File: src/rtl/core/lsps_pkg.sv
// Shared types, constants and the sensor weight table for the line sensor
// PD steering block. No dependencies.
package lsps_pkg;

  // fixed field widths
  localparam int SENSOR_COUNT = 12;
  localparam int TIME_W       = 32;
  localparam int GAIN_W       = 14;
  localparam int INTV_W       = 10;
  localparam int MAXC_W       = 14;
  localparam int LLIM_W       = 8;
  localparam int SPIN_W       = 14;
  localparam int OUT_W        = 15;
  localparam int CFG_ADDR_W   = 3;
  localparam int CFG_DATA_W   = 14;
  localparam int WEIGHT_W     = 6;
  localparam int SUM_W        = 8;
  localparam int COUNT_W      = 4;
  localparam int STEP_W       = 4;
  localparam int DVS_W        = 7;

  // default fraction bits of the position
  localparam int FRAC_BITS_DEF = 8;

  // bits of the scaled PD numerator left after dropping the fraction
  localparam int TERM_MAG_W = 21;

  // scale divisor of the PD term after the fraction shift
  localparam logic [DVS_W-1:0] PCT_DIVISOR = 7'd100;

  // register reset values
  localparam logic [GAIN_W-1:0] KP_RST   = 14'd0;
  localparam logic [GAIN_W-1:0] KD_RST   = 14'd0;
  localparam logic [INTV_W-1:0] INTV_RST = 10'd10;
  localparam logic [MAXC_W-1:0] MAXC_RST = 14'd1000;
  localparam logic [LLIM_W-1:0] LLIM_RST = 8'd3;
  localparam logic [SPIN_W-1:0] SPIN_RST = 14'd400;

  // configuration register indexes
  typedef enum logic [CFG_ADDR_W-1:0] {
    CFG_KP   = 3'd0,
    CFG_KD   = 3'd1,
    CFG_INTV = 3'd2,
    CFG_MAXC = 3'd3,
    CFG_LLIM = 3'd4,
    CFG_SPIN = 3'd5
  } cfg_idx_t;

  // control sequencer states
  typedef enum logic [3:0] {
    ST_IDLE,
    ST_SCAN,
    ST_SETUP,
    ST_DIVP,
    ST_MULSET,
    ST_MUL,
    ST_DIVSET,
    ST_DIVT,
    ST_FINISH
  } state_t;

  // serial divider status
  typedef struct packed {
    logic busy;
    logic done;
  } div_sts_t;

  // weight of each sensor, leftmost first
  function automatic logic signed [WEIGHT_W-1:0] sensor_weight(input logic [STEP_W-1:0] idx);
    logic signed [WEIGHT_W-1:0] w;
    case (idx)
      4'd0:    w = -6'sd24;
      4'd1:    w = -6'sd18;
      4'd2:    w = -6'sd14;
      4'd3:    w = -6'sd11;
      4'd4:    w = -6'sd6;
      4'd5:    w = -6'sd2;
      4'd6:    w = 6'sd2;
      4'd7:    w = 6'sd6;
      4'd8:    w = 6'sd11;
      4'd9:    w = 6'sd14;
      4'd10:   w = 6'sd18;
      4'd11:   w = 6'sd24;
      default: w = 6'sd0;
    endcase
    return w;
  endfunction

endpackage

File: src/rtl/core/line_sensor_pd_steering_top.sv
// Line sensor PD steering block: update gating, weighted centroid, PD term.
// Depends on lsps_pkg and the serial divider lsps_serdiv.
//
// One item is in work at a time and one result leaves for every item taken.
// A sample that comes before the update interval has passed skips the update
// and returns the held correction through the finish state; an update with no
// active sensor skips both divides and the multiplier. In a full update the
// sensors are scanned one per cycle, the position and the final scaling each
// run through the shared bit-serial divider, DIV_W bits wide, the larger of
// FRAC_BITS+7 and 21, and the gains are applied by a shift-add multiplier one
// gain bit per cycle.
// A new item may be taken while the previous result waits on the output.
module line_sensor_pd_steering_top #(
  parameter int FRAC_BITS = lsps_pkg::FRAC_BITS_DEF
) (
  input  logic                                clk,
  input  logic                                rst_n,
  // input channel
  input  logic                                in_valid,
  output logic                                in_ready,
  input  logic [lsps_pkg::SENSOR_COUNT-1:0]   in_sensor_bits,
  input  logic [lsps_pkg::TIME_W-1:0]         in_now_ms,
  // result channel
  output logic                                out_valid,
  input  logic                                out_ready,
  output logic signed [lsps_pkg::OUT_W-1:0]   out_steer_correction,
  // configuration port
  input  logic                                cfg_we,
  input  logic [lsps_pkg::CFG_ADDR_W-1:0]     cfg_addr,
  input  logic [lsps_pkg::CFG_DATA_W-1:0]     cfg_wdata
);

  localparam int POS_W = FRAC_BITS + 6;
  localparam int DEL_W = FRAC_BITS + 7;
  localparam int NUM_W = FRAC_BITS + 22;
  localparam int DIV_W = (FRAC_BITS + 7 > lsps_pkg::TERM_MAG_W) ?
                         FRAC_BITS + 7 : lsps_pkg::TERM_MAG_W;
  localparam int GW    = lsps_pkg::GAIN_W;
  localparam int OW    = lsps_pkg::OUT_W;

  // configuration registers
  logic [GW-1:0]                  kp_r, kd_r;
  logic [lsps_pkg::INTV_W-1:0]    intv_r;
  logic [lsps_pkg::MAXC_W-1:0]    maxc_r;
  logic [lsps_pkg::LLIM_W-1:0]    llim_r;
  logic [lsps_pkg::SPIN_W-1:0]    spin_r;

  // control state
  lsps_pkg::state_t               state_r, state_nxt;
  logic                           out_valid_r, out_valid_nxt;
  logic [lsps_pkg::TIME_W-1:0]    last_ms_r, last_ms_nxt;
  logic signed [OW-1:0]           held_r, held_nxt;
  logic signed [POS_W-1:0]        prev_pos_r, prev_pos_nxt;
  logic                           last_neg_r, last_neg_nxt;
  logic [lsps_pkg::LLIM_W-1:0]    lost_r, lost_nxt;
  logic                           seen_r, seen_nxt;

  // datapath registers
  logic signed [OW-1:0]                 out_steer_r, out_steer_nxt;
  logic [lsps_pkg::SENSOR_COUNT-1:0]    bits_r, bits_nxt;
  logic [lsps_pkg::STEP_W-1:0]          cnt_r, cnt_nxt;
  logic signed [lsps_pkg::SUM_W-1:0]    sum_r, sum_nxt;
  logic [lsps_pkg::COUNT_W-1:0]         count_r, count_nxt;
  logic                                 sum_neg_r, sum_neg_nxt;
  logic signed [POS_W-1:0]              pos_r, pos_nxt;
  logic signed [NUM_W-1:0]              mpos_r, mpos_nxt;
  logic signed [NUM_W-1:0]              mdel_r, mdel_nxt;
  logic signed [NUM_W-1:0]              acc_r, acc_nxt;
  logic [GW-1:0]                        kp_sh_r, kp_sh_nxt;
  logic [GW-1:0]                        kd_sh_r, kd_sh_nxt;
  logic                                 num_neg_r, num_neg_nxt;
  logic signed [OW-1:0]                 res_r, res_nxt;

  // divider hookup
  logic                           div_start;
  logic [DIV_W-1:0]               div_dividend;
  logic [lsps_pkg::DVS_W-1:0]     div_divisor;
  lsps_pkg::div_sts_t             div_sts;
  logic [DIV_W-1:0]               div_quo;

  // combinational helpers
  logic [lsps_pkg::TIME_W-1:0]          time_diff;
  logic                                 too_early;
  logic signed [lsps_pkg::WEIGHT_W-1:0] weight;
  logic [lsps_pkg::SUM_W-1:0]           abs_sum;
  logic [POS_W-1:0]                     pos_mag;
  logic signed [DEL_W-1:0]              delta;
  logic [NUM_W-1:0]                     acc_mag;
  logic [NUM_W-1:0]                     acc_shift;
  logic [lsps_pkg::LLIM_W-1:0]          lost_inc;
  logic                                 over_max;
  logic [lsps_pkg::MAXC_W-1:0]          q_clamp;
  logic signed [OW-1:0]                 q_ext;

  lsps_serdiv #(
    .W (DIV_W)
  ) u_div (
    .clk      (clk),
    .rst_n    (rst_n),
    .start    (div_start),
    .dividend (div_dividend),
    .divisor  (div_divisor),
    .sts      (div_sts),
    .quotient (div_quo)
  );

  // configuration writes
  always_ff @(posedge clk) begin
    if (!rst_n) begin
      kp_r   <= lsps_pkg::KP_RST;
      kd_r   <= lsps_pkg::KD_RST;
      intv_r <= lsps_pkg::INTV_RST;
      maxc_r <= lsps_pkg::MAXC_RST;
      llim_r <= lsps_pkg::LLIM_RST;
      spin_r <= lsps_pkg::SPIN_RST;
    end else if (cfg_we) begin
      unique case (cfg_addr)
        lsps_pkg::CFG_KP:   kp_r   <= cfg_wdata[GW-1:0];
        lsps_pkg::CFG_KD:   kd_r   <= cfg_wdata[GW-1:0];
        lsps_pkg::CFG_INTV: intv_r <= cfg_wdata[lsps_pkg::INTV_W-1:0];
        lsps_pkg::CFG_MAXC: maxc_r <= cfg_wdata[lsps_pkg::MAXC_W-1:0];
        lsps_pkg::CFG_LLIM: llim_r <= cfg_wdata[lsps_pkg::LLIM_W-1:0];
        lsps_pkg::CFG_SPIN: spin_r <= cfg_wdata[lsps_pkg::SPIN_W-1:0];
        default: ;
      endcase
    end
  end

  // helper arithmetic
  assign time_diff = in_now_ms - last_ms_r;
  assign too_early = (time_diff < lsps_pkg::TIME_W'(intv_r));
  assign weight    = lsps_pkg::sensor_weight(cnt_r);
  assign abs_sum   = sum_r[lsps_pkg::SUM_W-1] ? (-sum_r) : sum_r;
  assign pos_mag   = {1'b0, div_quo[POS_W-2:0]};
  assign delta     = {pos_r[POS_W-1], pos_r} - {prev_pos_r[POS_W-1], prev_pos_r};
  assign acc_mag   = acc_r[NUM_W-1] ? (-acc_r) : acc_r;
  assign acc_shift = acc_mag >> FRAC_BITS;
  assign lost_inc  = (lost_r == '1) ? lost_r : lost_r + 1'b1;
  assign over_max  = (div_quo > DIV_W'(maxc_r));
  assign q_clamp   = over_max ? maxc_r : div_quo[lsps_pkg::MAXC_W-1:0];
  assign q_ext     = {1'b0, q_clamp};

  // sequencer: next state and datapath
  always_comb begin
    state_nxt     = state_r;
    out_valid_nxt = out_valid_r;
    last_ms_nxt   = last_ms_r;
    held_nxt      = held_r;
    prev_pos_nxt  = prev_pos_r;
    last_neg_nxt  = last_neg_r;
    lost_nxt      = lost_r;
    seen_nxt      = seen_r;
    out_steer_nxt = out_steer_r;
    bits_nxt      = bits_r;
    cnt_nxt       = cnt_r;
    sum_nxt       = sum_r;
    count_nxt     = count_r;
    sum_neg_nxt   = sum_neg_r;
    pos_nxt       = pos_r;
    mpos_nxt      = mpos_r;
    mdel_nxt      = mdel_r;
    acc_nxt       = acc_r;
    kp_sh_nxt     = kp_sh_r;
    kd_sh_nxt     = kd_sh_r;
    num_neg_nxt   = num_neg_r;
    res_nxt       = res_r;
    div_start     = 1'b0;
    div_dividend  = '0;
    div_divisor   = '0;

    // result taken
    if (out_valid_r && out_ready) begin
      out_valid_nxt = 1'b0;
    end

    unique case (state_r)
      lsps_pkg::ST_IDLE: begin
        if (in_valid) begin
          if (too_early) begin
            res_nxt   = held_r;
            state_nxt = lsps_pkg::ST_FINISH;
          end else begin
            last_ms_nxt = in_now_ms;
            bits_nxt    = in_sensor_bits;
            cnt_nxt     = '0;
            sum_nxt     = '0;
            count_nxt   = '0;
            state_nxt   = lsps_pkg::ST_SCAN;
          end
        end
      end

      // one sensor per cycle
      lsps_pkg::ST_SCAN: begin
        if (bits_r[0]) begin
          sum_nxt   = sum_r + {{(lsps_pkg::SUM_W - lsps_pkg::WEIGHT_W){weight[
                      lsps_pkg::WEIGHT_W-1]}}, weight};
          count_nxt = count_r + 1'b1;
        end
        bits_nxt = bits_r >> 1;
        cnt_nxt  = cnt_r + 1'b1;
        if (cnt_r == lsps_pkg::STEP_W'(lsps_pkg::SENSOR_COUNT - 1)) begin
          state_nxt = lsps_pkg::ST_SETUP;
        end
      end

      // lost line handling or start of the position divide
      lsps_pkg::ST_SETUP: begin
        if (count_r == '0) begin
          if (!seen_r) begin
            res_nxt = '0;
          end else begin
            lost_nxt = lost_inc;
            if (lost_inc > llim_r) begin
              held_nxt = last_neg_r ? $signed({1'b0, spin_r}) : -$signed({1'b0, spin_r});
              res_nxt  = held_nxt;
            end else begin
              res_nxt = held_r;
            end
          end
          state_nxt = lsps_pkg::ST_FINISH;
        end else begin
          lost_nxt     = '0;
          seen_nxt     = 1'b1;
          last_neg_nxt = sum_r[lsps_pkg::SUM_W-1];
          sum_neg_nxt  = sum_r[lsps_pkg::SUM_W-1];
          div_start    = 1'b1;
          div_dividend = DIV_W'(abs_sum) << FRAC_BITS;
          div_divisor  = lsps_pkg::DVS_W'(count_r);
          state_nxt    = lsps_pkg::ST_DIVP;
        end
      end

      lsps_pkg::ST_DIVP: begin
        if (div_sts.done) begin
          pos_nxt   = sum_neg_r ? $signed(-pos_mag) : $signed(pos_mag);
          state_nxt = lsps_pkg::ST_MULSET;
        end
      end

      // load the multiplicands
      lsps_pkg::ST_MULSET: begin
        mpos_nxt  = {{(NUM_W - POS_W){pos_r[POS_W-1]}}, pos_r};
        mdel_nxt  = {{(NUM_W - DEL_W){delta[DEL_W-1]}}, delta};
        acc_nxt   = '0;
        kp_sh_nxt = kp_r;
        kd_sh_nxt = kd_r;
        cnt_nxt   = '0;
        state_nxt = lsps_pkg::ST_MUL;
      end

      // shift-add, one bit of each gain per cycle
      lsps_pkg::ST_MUL: begin
        acc_nxt   = acc_r + (kp_sh_r[0] ? mpos_r : '0) + (kd_sh_r[0] ? mdel_r : '0);
        mpos_nxt  = mpos_r <<< 1;
        mdel_nxt  = mdel_r <<< 1;
        kp_sh_nxt = kp_sh_r >> 1;
        kd_sh_nxt = kd_sh_r >> 1;
        cnt_nxt   = cnt_r + 1'b1;
        if (cnt_r == lsps_pkg::STEP_W'(GW - 1)) begin
          state_nxt = lsps_pkg::ST_DIVSET;
        end
      end

      // drop the fraction and divide by the percent scale
      lsps_pkg::ST_DIVSET: begin
        num_neg_nxt  = acc_r[NUM_W-1];
        div_start    = 1'b1;
        div_dividend = DIV_W'(acc_shift);
        div_divisor  = lsps_pkg::PCT_DIVISOR;
        state_nxt    = lsps_pkg::ST_DIVT;
      end

      // negate and clamp
      lsps_pkg::ST_DIVT: begin
        if (div_sts.done) begin
          res_nxt      = num_neg_r ? q_ext : -q_ext;
          held_nxt     = res_nxt;
          prev_pos_nxt = pos_r;
          state_nxt    = lsps_pkg::ST_FINISH;
        end
      end

      // hand the result to the output register
      lsps_pkg::ST_FINISH: begin
        if (!out_valid_r || out_ready) begin
          out_valid_nxt = 1'b1;
          out_steer_nxt = res_r;
          state_nxt     = lsps_pkg::ST_IDLE;
        end
      end

      default: begin
        state_nxt = lsps_pkg::ST_IDLE;
      end
    endcase
  end

  // control registers
  always_ff @(posedge clk) begin
    if (!rst_n) begin
      state_r     <= lsps_pkg::ST_IDLE;
      out_valid_r <= 1'b0;
      last_ms_r   <= '0;
      held_r      <= '0;
      prev_pos_r  <= '0;
      last_neg_r  <= 1'b0;
      lost_r      <= '0;
      seen_r      <= 1'b0;
    end else begin
      state_r     <= state_nxt;
      out_valid_r <= out_valid_nxt;
      last_ms_r   <= last_ms_nxt;
      held_r      <= held_nxt;
      prev_pos_r  <= prev_pos_nxt;
      last_neg_r  <= last_neg_nxt;
      lost_r      <= lost_nxt;
      seen_r      <= seen_nxt;
    end
  end

  // datapath registers
  always_ff @(posedge clk) begin
    out_steer_r <= out_steer_nxt;
    bits_r      <= bits_nxt;
    cnt_r       <= cnt_nxt;
    sum_r       <= sum_nxt;
    count_r     <= count_nxt;
    sum_neg_r   <= sum_neg_nxt;
    pos_r       <= pos_nxt;
    mpos_r      <= mpos_nxt;
    mdel_r      <= mdel_nxt;
    acc_r       <= acc_nxt;
    kp_sh_r     <= kp_sh_nxt;
    kd_sh_r     <= kd_sh_nxt;
    num_neg_r   <= num_neg_nxt;
    res_r       <= res_nxt;
  end

  assign in_ready             = (state_r == lsps_pkg::ST_IDLE);
  assign out_valid            = out_valid_r;
  assign out_steer_correction = out_steer_r;

  // an accepted item always leaves idle
  a_accept_busy: assert property (@(posedge clk) disable iff (!rst_n)
    in_valid && in_ready |=> state_r != lsps_pkg::ST_IDLE)
    else $error("accepted item did not start work");

  // the divider only runs during the two divide phases
  a_div_phase: assert property (@(posedge clk) disable iff (!rst_n)
    div_sts.busy |-> (state_r == lsps_pkg::ST_DIVP || state_r == lsps_pkg::ST_DIVT))
    else $error("divider busy outside a divide phase");

  // a lost count needs a line that was seen
  a_lost_seen: assert property (@(posedge clk) disable iff (!rst_n)
    lost_r != '0 |-> seen_r)
    else $error("lost count without line seen");

  // a finished result is never dropped while the output is stalled
  a_finish_hold: assert property (@(posedge clk) disable iff (!rst_n)
    state_r == lsps_pkg::ST_FINISH && out_valid_r && !out_ready |=>
      state_r == lsps_pkg::ST_FINISH)
    else $error("result left finish while output stalled");

endmodule

File: src/rtl/core/lsps_serdiv.sv
// Restoring bit-serial unsigned divider, one quotient bit per cycle.
// Depends on lsps_pkg for the divisor width and the status struct.
module lsps_serdiv #(
  parameter int W = 21
) (
  input  logic                      clk,
  input  logic                      rst_n,
  input  logic                      start,
  input  logic [W-1:0]              dividend,
  input  logic [lsps_pkg::DVS_W-1:0] divisor,
  output lsps_pkg::div_sts_t        sts,
  output logic [W-1:0]              quotient
);

  localparam int CW = $clog2(W + 1);

  logic [CW-1:0]                cnt_r;
  logic                         done_r;
  logic [lsps_pkg::DVS_W-1:0]   rem_r;
  logic [lsps_pkg::DVS_W-1:0]   dvs_r;
  logic [W-1:0]                 quo_r;
  logic [lsps_pkg::DVS_W:0]     trial;
  logic [lsps_pkg::DVS_W:0]     diff;
  logic                         ge;

  // one trial subtract per cycle
  assign trial = {rem_r, quo_r[W-1]};
  assign diff  = trial - {1'b0, dvs_r};
  assign ge    = (trial >= {1'b0, dvs_r});

  // step counter and done pulse
  always_ff @(posedge clk) begin
    if (!rst_n) begin
      cnt_r  <= '0;
      done_r <= 1'b0;
    end else if (start) begin
      cnt_r  <= CW'(W);
      done_r <= 1'b0;
    end else if (cnt_r != '0) begin
      cnt_r  <= cnt_r - 1'b1;
      done_r <= (cnt_r == CW'(1));
    end else begin
      done_r <= 1'b0;
    end
  end

  // remainder and quotient shift registers
  always_ff @(posedge clk) begin
    if (start) begin
      rem_r <= '0;
      dvs_r <= divisor;
      quo_r <= dividend;
    end else if (cnt_r != '0) begin
      rem_r <= ge ? diff[lsps_pkg::DVS_W-1:0] : trial[lsps_pkg::DVS_W-1:0];
      quo_r <= {quo_r[W-2:0], ge};
    end
  end

  assign sts.busy = (cnt_r != '0);
  assign sts.done = done_r;
  assign quotient = quo_r;

endmodule
File: config.mk
export PLATFORM = sky130hd
export DESIGN_NAME = line_sensor_pd_steering_top
export DESIGN_NICKNAME = d
export VERILOG_FILES = /design/src/rtl/core/lsps_pkg.sv /design/src/rtl/core/line_sensor_pd_steering_top.sv /design/src/rtl/core/lsps_serdiv.sv
export SDC_FILE = /design/constraint.sdc
export NUM_CORES = 1
export LEC_CHECK = 0
export BUFFER_PORTS_ARGS = -buffer_cell sky130_fd_sc_hd__clkbuf_2
export CAP_MARGIN = 20
export CORE_UTILIZATION = 50
export DETAILED_ROUTE_END_ITERATION = 6
export PLACE_DENSITY_LB_ADDON = 0.3
export RECOVER_POWER = 50
export SLEW_MARGIN = 20
export SYNTH_ARGS = -nofsm -noshare
export SYNTH_HDL_FRONTEND = slang
export SYNTH_SLANG_ARGS = --single-unit
File: constraint.sdc
create_clock -name clk -period 8.7 [get_ports clk]
set_clock_uncertainty 0.1 [all_clocks]
set_input_delay 1.74 -clock clk [delete_from_list [all_inputs] [get_ports clk]]
set_output_delay 1.74 -clock clk [all_outputs]
set_load 0.05 [all_outputs]
Yosys cells after proc, flatten, opt, wreduce, memory -nomap -nowiden --
Memory sizes are Yosys's and may differ from the RTL's. A register that Yosys moved wholly into a read port is not among the register bits. Index checks and enable logic that the tools add are counted.
Storage, ports and cells: memory bits (read-only) 96, flip-flop bits (word level) 383, memories 1, input bits 66, logic and storage cells 184
Memories:
- (no name shown) | words 16, bits a word 6, rd ports 1, clocked after Yosys merged registers in 1, write ports 0, RTL line lsps_pkg.sv:71 | case (idx)
Operators by class: $add $sub $neg 15, bitwise logic cells 4, equal/unequal tests 29, reductions and logical operators 34, order comparisons 4, mux-type cells 62
Operator list (number):
- case mux 30 bit (2 select lines) | 3
- 2-to-1 mux 15 bit | 10
- adder 30 bit | 2
- 2-to-1 mux 30 bit | 2
- 2-to-1 mux 8 bit | 7
- case mux 14 bit (2 select lines) | 2
- 2-to-1 mux 4 bit | 13
- case mux 15 bit (3 select lines) | 1
- 2-to-1 mux 21 bit | 2
- case mux 21 bit (2 select lines) | 1
- case mux 4 bit (9 select lines) | 1
- < comparator 32 x 10 -> 1 bit | 1
- subtractor 32 bit | 1
- negation 14 -> 15 bit | 2
- case mux 15 bit (2 select lines) | 1
- 2-to-1 mux 29 bit | 1
- negation 29 bit | 1
- 2-to-1 mux 12 bit | 2
- case mux 12 bit (2 select lines) | 1
- AND reduction 2 bit | 11
- > comparator 21 x 14 -> 1 bit | 1
- inequality test 2 bit, second input constant | 9
- == test 4 x 3 -> 1 bit, second input constant | 4
- 2-to-1 mux 16 bit | 1
- 44 further kinds | 68

Logic depth before layout (Yosys ltp) --
depth after elaboration 7, depth in mapped cells 22, gate-level depth less buffers 22

Hierarchy --
A second synthesis with hierarchy kept.
Second synthesis, totals: cells, all modules 2575, area, all modules 23266.1 sq um
By module, submodules not included:
- line_sensor_pd_steering_top | cells an instance 2404, instances 1, area an instance 21165.3 sq um
- lsps_serdiv | cells an instance 171, instances 1, area an instance 2100.8 sq um

Worst setup path after synthesis --
Ideal clock, no wire load.
kind reg-to-reg, from reg state_r[2], to reg acc_r[0] (enable), arrival time 8692 ps, stages on the path, launching flop included 4, setup slack -832 ps, clock period less this slack 9532 ps, data required time 7861 ps, cell sequence dfxtp_1 clkbuf_1 inv_1 nor3_1
On the way: word-level cells in the longest chain between the ends 2
RTL lines:
- start: declaration | RTL line line_sensor_pd_steering_top.sv:49 | lsps_pkg::state_t state_r, state_nxt;
- start signal: assignment | RTL line line_sensor_pd_steering_top.sv:302 | state_r <= lsps_pkg::ST_IDLE;
- start signal: assignment | RTL line line_sensor_pd_steering_top.sv:311 | state_r <= state_nxt;
- == test 4 x 3 -> 1 bit | RTL line line_sensor_pd_steering_top.sv:176 | unique case (state_r)
- nonzero test 2 bit (no line) *
- end signal: assignment | RTL line line_sensor_pd_steering_top.sv:333 | acc_r <= acc_nxt;
- end: declaration | RTL line line_sensor_pd_steering_top.sv:68 | logic signed [NUM_W-1:0] acc_r, acc_nxt;
Mark *: on every way between the ends. The rest lies on a longest branch, timed or not. A chain may end at the register's enable or synchronous reset.

Worst setup path after layout --
from in in_now_ms[0] (netlist name), to reg weight[0] (netlist name)
On the way: word-level cells in the longest chain between the ends 5
RTL lines:
- start: declaration | RTL line line_sensor_pd_steering_top.sv:22 | input logic [lsps_pkg::TIME_W-1:0] in_now_ms,
- subtractor 32 bit | RTL line line_sensor_pd_steering_top.sv:130 | assign time_diff = in_now_ms - last_ms_r;
- < comparator 32 x 10 -> 1 bit | RTL line line_sensor_pd_steering_top.sv:131 | assign too_early = (time_diff < lsps_pkg::TIME_W'(intv_r));
- inequality test 2 bit (no line)
- AND reduction 3 bit (no line)
- 2-to-1 mux 4 bit (no line)
Every way passes these cells.

==> reports/results.txt <==
First-pass GRT wire length - 90300 um
Static Leak - 10.2 nW
Hpwl dp - 39600 um
CTS sink count - 387
Final Wtd Congestion - 0.919
Cell Int Power - 4.02 mW
Die W - 218 um
Async S/R FF share, synth - 0%
Nets - 2822
Cell family with most CP delay - simple AND/OR/NAND/NOR gates
Register area - 9930 sq um
Total number of vias - 18300
Sw Share - 34.0%
Cell mode on critical path - ha_1
Crit path buf inv count - 2
Sequential area share after synthesis - 42.6%
Rel. slew slack - -129%
Post-CTS sizing - 0
CP cell instances - clkbuf_2, inv_1, ha_1, fa_1, nand2b_1, a21oi_1, nor2_1, xnor2_1, ha_1, a2111oi_0, o31ai_1, a211oi_1, nand4_1, or4_4, nor4_4, nand4b_4, nor3_1, a21o_1, a21o_1, ha_1, or3b_1, a21oi_1
Vias per cell - 5.67
CTS Hold Bufs - 0
Total grt overflow - 0
Row Count - 78
Reg power frac - 41.3%
Fin Setup TNS - 0 ps
Layout cell share with drive strength beyond 1 - 6.90%
Critical Path End Type - flip-flop
Max-cap violations - 5
Cell count after synthesis - 2550
Buffers on Ports - 82
Initial DRC count - 1236
Setup Viol. Count Final - 0
Fin crit share - 76.4%
Commonest cells after routing, fill and taps aside - nand2_1 (475), edfxtp_1 (218), nor2_1 (205), dfxtp_1 (169), inv_1 (140)
Run status - finished with violations
Register bit total from synthesis - 387
YS warnings - 0
Failing checks - max-capacitance violations, max-slew violations
Vias in the first global route - 17700
Hold Vio Cnt, Final - 0
Skew-Pair Late Insertion Delay - 590 ps
Finished Layout Cells - 3222
Comb pwr share - 28.4%
Multi-input gate area in the final layout - 12400 sq um
Antenna violations before repair - 1
Die ar. - 47500 sq um
Critical path fanouts, max - 5
NetSw - 2.07 mW
CTS root buf - clkbuf_16
Setup crit start kind - input pin
Cell Pwr Density - 238 nW/um^2
Crit path time final - 6640 ps
Drt first pass iters - 5
Wire per inst - 17.1 um
Dominant synthesized flop cell - edfxtp_1
Slowest cell on crit path - nor3_1
Global Route Usage Sum - 23.5%
Highest clock rate - 150 MHz
Commonest non-fill, non-tap cell in the layout - nand2_1
Largest net degree at the start of global routing - 91
Cells after DPL - 3137
CTS tree - built
CTS buffer count - 45
Worst-path clk slew - 60 ps
Post-synth EDFFs - 218
Overall power - 6.09 mW
CP arrival - 7050 ps
VDD IR-drop max - 0.000204 V
Chip Height - 218 um
Initial Util - 51.0%
# Post-CTS Setup Buffers - 0
Detailed-route wire length - 55300 um
Syn_area_per_cell - 9.14 sq um
Distinct cells, synth - 73
I/O pin cnt - 83
RSZ-0062 raised after global routing - no
Fill cell total of the finished layout - 4059
Syn Nets - 2787
Slew Viols, Final - 271
Worst hold path class - flip-flop to flip-flop
DRC - 0
Delay of the slowest critical-path stage - 600 ps
Diode count - 0
Longest Clk Path Bufs - 3
H-tree Lvls - 2
Core area - 45700 sq um
Tightest Pin Transition - 3430 ps
Cell area after synthesis - 23300 sq um
Area Overhead vs Synth - 9.68%
CP required - 9100 ps
Clk pwr share - 30.3%
Setup CP Type - input pin to flip-flop
Post-route ant nets - 0
-- layer usage --
metal | part of all wire, % | track usage [%] | vias to the layer above
li1 | - | - | 8944
met1 | 45 | 30.9 | 8718
met2 | 47 | 39.7 | 511
met3 | 5.3 | 3.68 | 92
met4 | 2.3 | 7.04 | 0
met5 | 0 | 0 | -
-- cell usage after synthesis, types with 15 or more instances --
master    instances  area (sq um)
o31ai_1          25           188
a21oi_1         108           541
dfxtp_1         169          3380
nor3_1           32           160
mux2i_1          60           601
o21a_1           27           203
a21o_1           41           308
o21ai_1          17          85.1
a21boi_0         84           631
clkbuf_1        104           390
a211oi_1         16           120
fa_1             34           681
nand2b_1         24           150
ha_1            137          1710
edfxtp_1        218          6550
inv_1           140           526
o21ai_0          89           445
nor2b_1          64           400
xnor2_1          73           639
and2_1           61           382
nor2_1          206           773
or3_1            19           119
o211ai_1         28           210
a31oi_1          15          93.8
and3_1           22           138
nand3_1          46           230
nand2_1         475          1780
xor2_1           55           482
-- final timing paths --
| check | from | end | slack [ps] | cells after the start |
|---|---|---|---|---|
| worst max-delay path | in_now_ms[0] | weight[0] | 2060 | 22 |
| worst min register to register | res_r[3] | out_steer_correction[3] | 320 | 0 |
| worst min-delay path | res_r[3] | out_steer_correction[3] | 320 | 0 |
| worst max register to register | last_ms_r[0] | weight[0] | 3040 | 20 |
-- cell type report --
| class | instances | area share (%) |
|---|---|---|
| Tap cell | 600 | 2.94 |
| Clock buffer | 56 | 4.77 |
| Multi-Input combinational cell | 1908 | 48.5 |
| Sequential cell | 387 | 38.9 |
| Inverter | 142 | 2.09 |
| Timing Repair Buffer | 101 | 2.00 |
| Clock inverter | 28 | 0.857 |
-- power by group through the flow --
stage / combinational, mW / sequential (mW) / clock [mW]
6_report: 1.73 / 2.52 / 1.85
5_1_grt: 1.94 / 2.54 / 1.96
4_1_cts: 1.73 / 2.51 / 1.89
3_5_place_dp: 1.71 / 2.55 / 0
3_3_place_gp: 1.65 / 2.54 / 0
2_1_floorplan: 1.34 / 2.46 / 0
-- registers in the layout (all words and copies together) (netlist names), 7 cells and up --
name	flops
spin_r	14
intv_r	10
lost_r	8
prev_pos_r	14
u_div.quotient	21
llim_r	8
kd_sh_r	14
maxc_r	14
res_r	15
pos_r	14
u_div.rem_r	7
kd_r	14
mpos_r	30
mdel_r	30
acc_r	30
held_r	15
out_steer_correction	15
bits_r	12
kp_sh_r	14
kp_r	14
sum_r	8
last_ms_r	32
-- kinds of logic (layout without fill, tap and decap cells) --
group | count (synthesis) | count (layout) | share of synthesized area (%)
simple gates | 1003 | 1003 | 19.5
compound gates | 538 | 538 | 15.5
flops | 387 | 387 | 42.6
buf+inv | 255 | 327 | 4.25
fa+ha+maj | 171 | 171 | 10.3
xor+xnor | 128 | 128 | 4.81
mux | 68 | 68 | 2.96
-- worst reg2reg max path, cell delays in order (launching register included) --
cell	delay, ps
dfxtp_1	320
ha_1	200
fa_1	390
nand2b_1	200
a21oi_1	210
nor2_1	90
xnor2_1	130
ha_1	290
a2111oi_0	440
o31ai_1	170
a211oi_1	290
nand4_1	120
or4_4	450
nor4_4	190
nand4b_4	190
nor3_1	600
a21o_1	310
a21o_1	260
ha_1	170
or3b_1	340
a21oi_1	120
-- stage by stage --
stage                     utilization (%)  hold WS (ps)  setup slack [ps]  cell area [sq um]
after CTS                            56.1           321              2130              25600
after detailed placement             52.9           306              1540              24200
after global routing                 56.0           332              1680              25600
after global placement               52.9           301              1820              24200
after floorplan                         -           300              2480              23300
final                                56.0           320              2060              25600
Power figures use the tool's default switching activity.
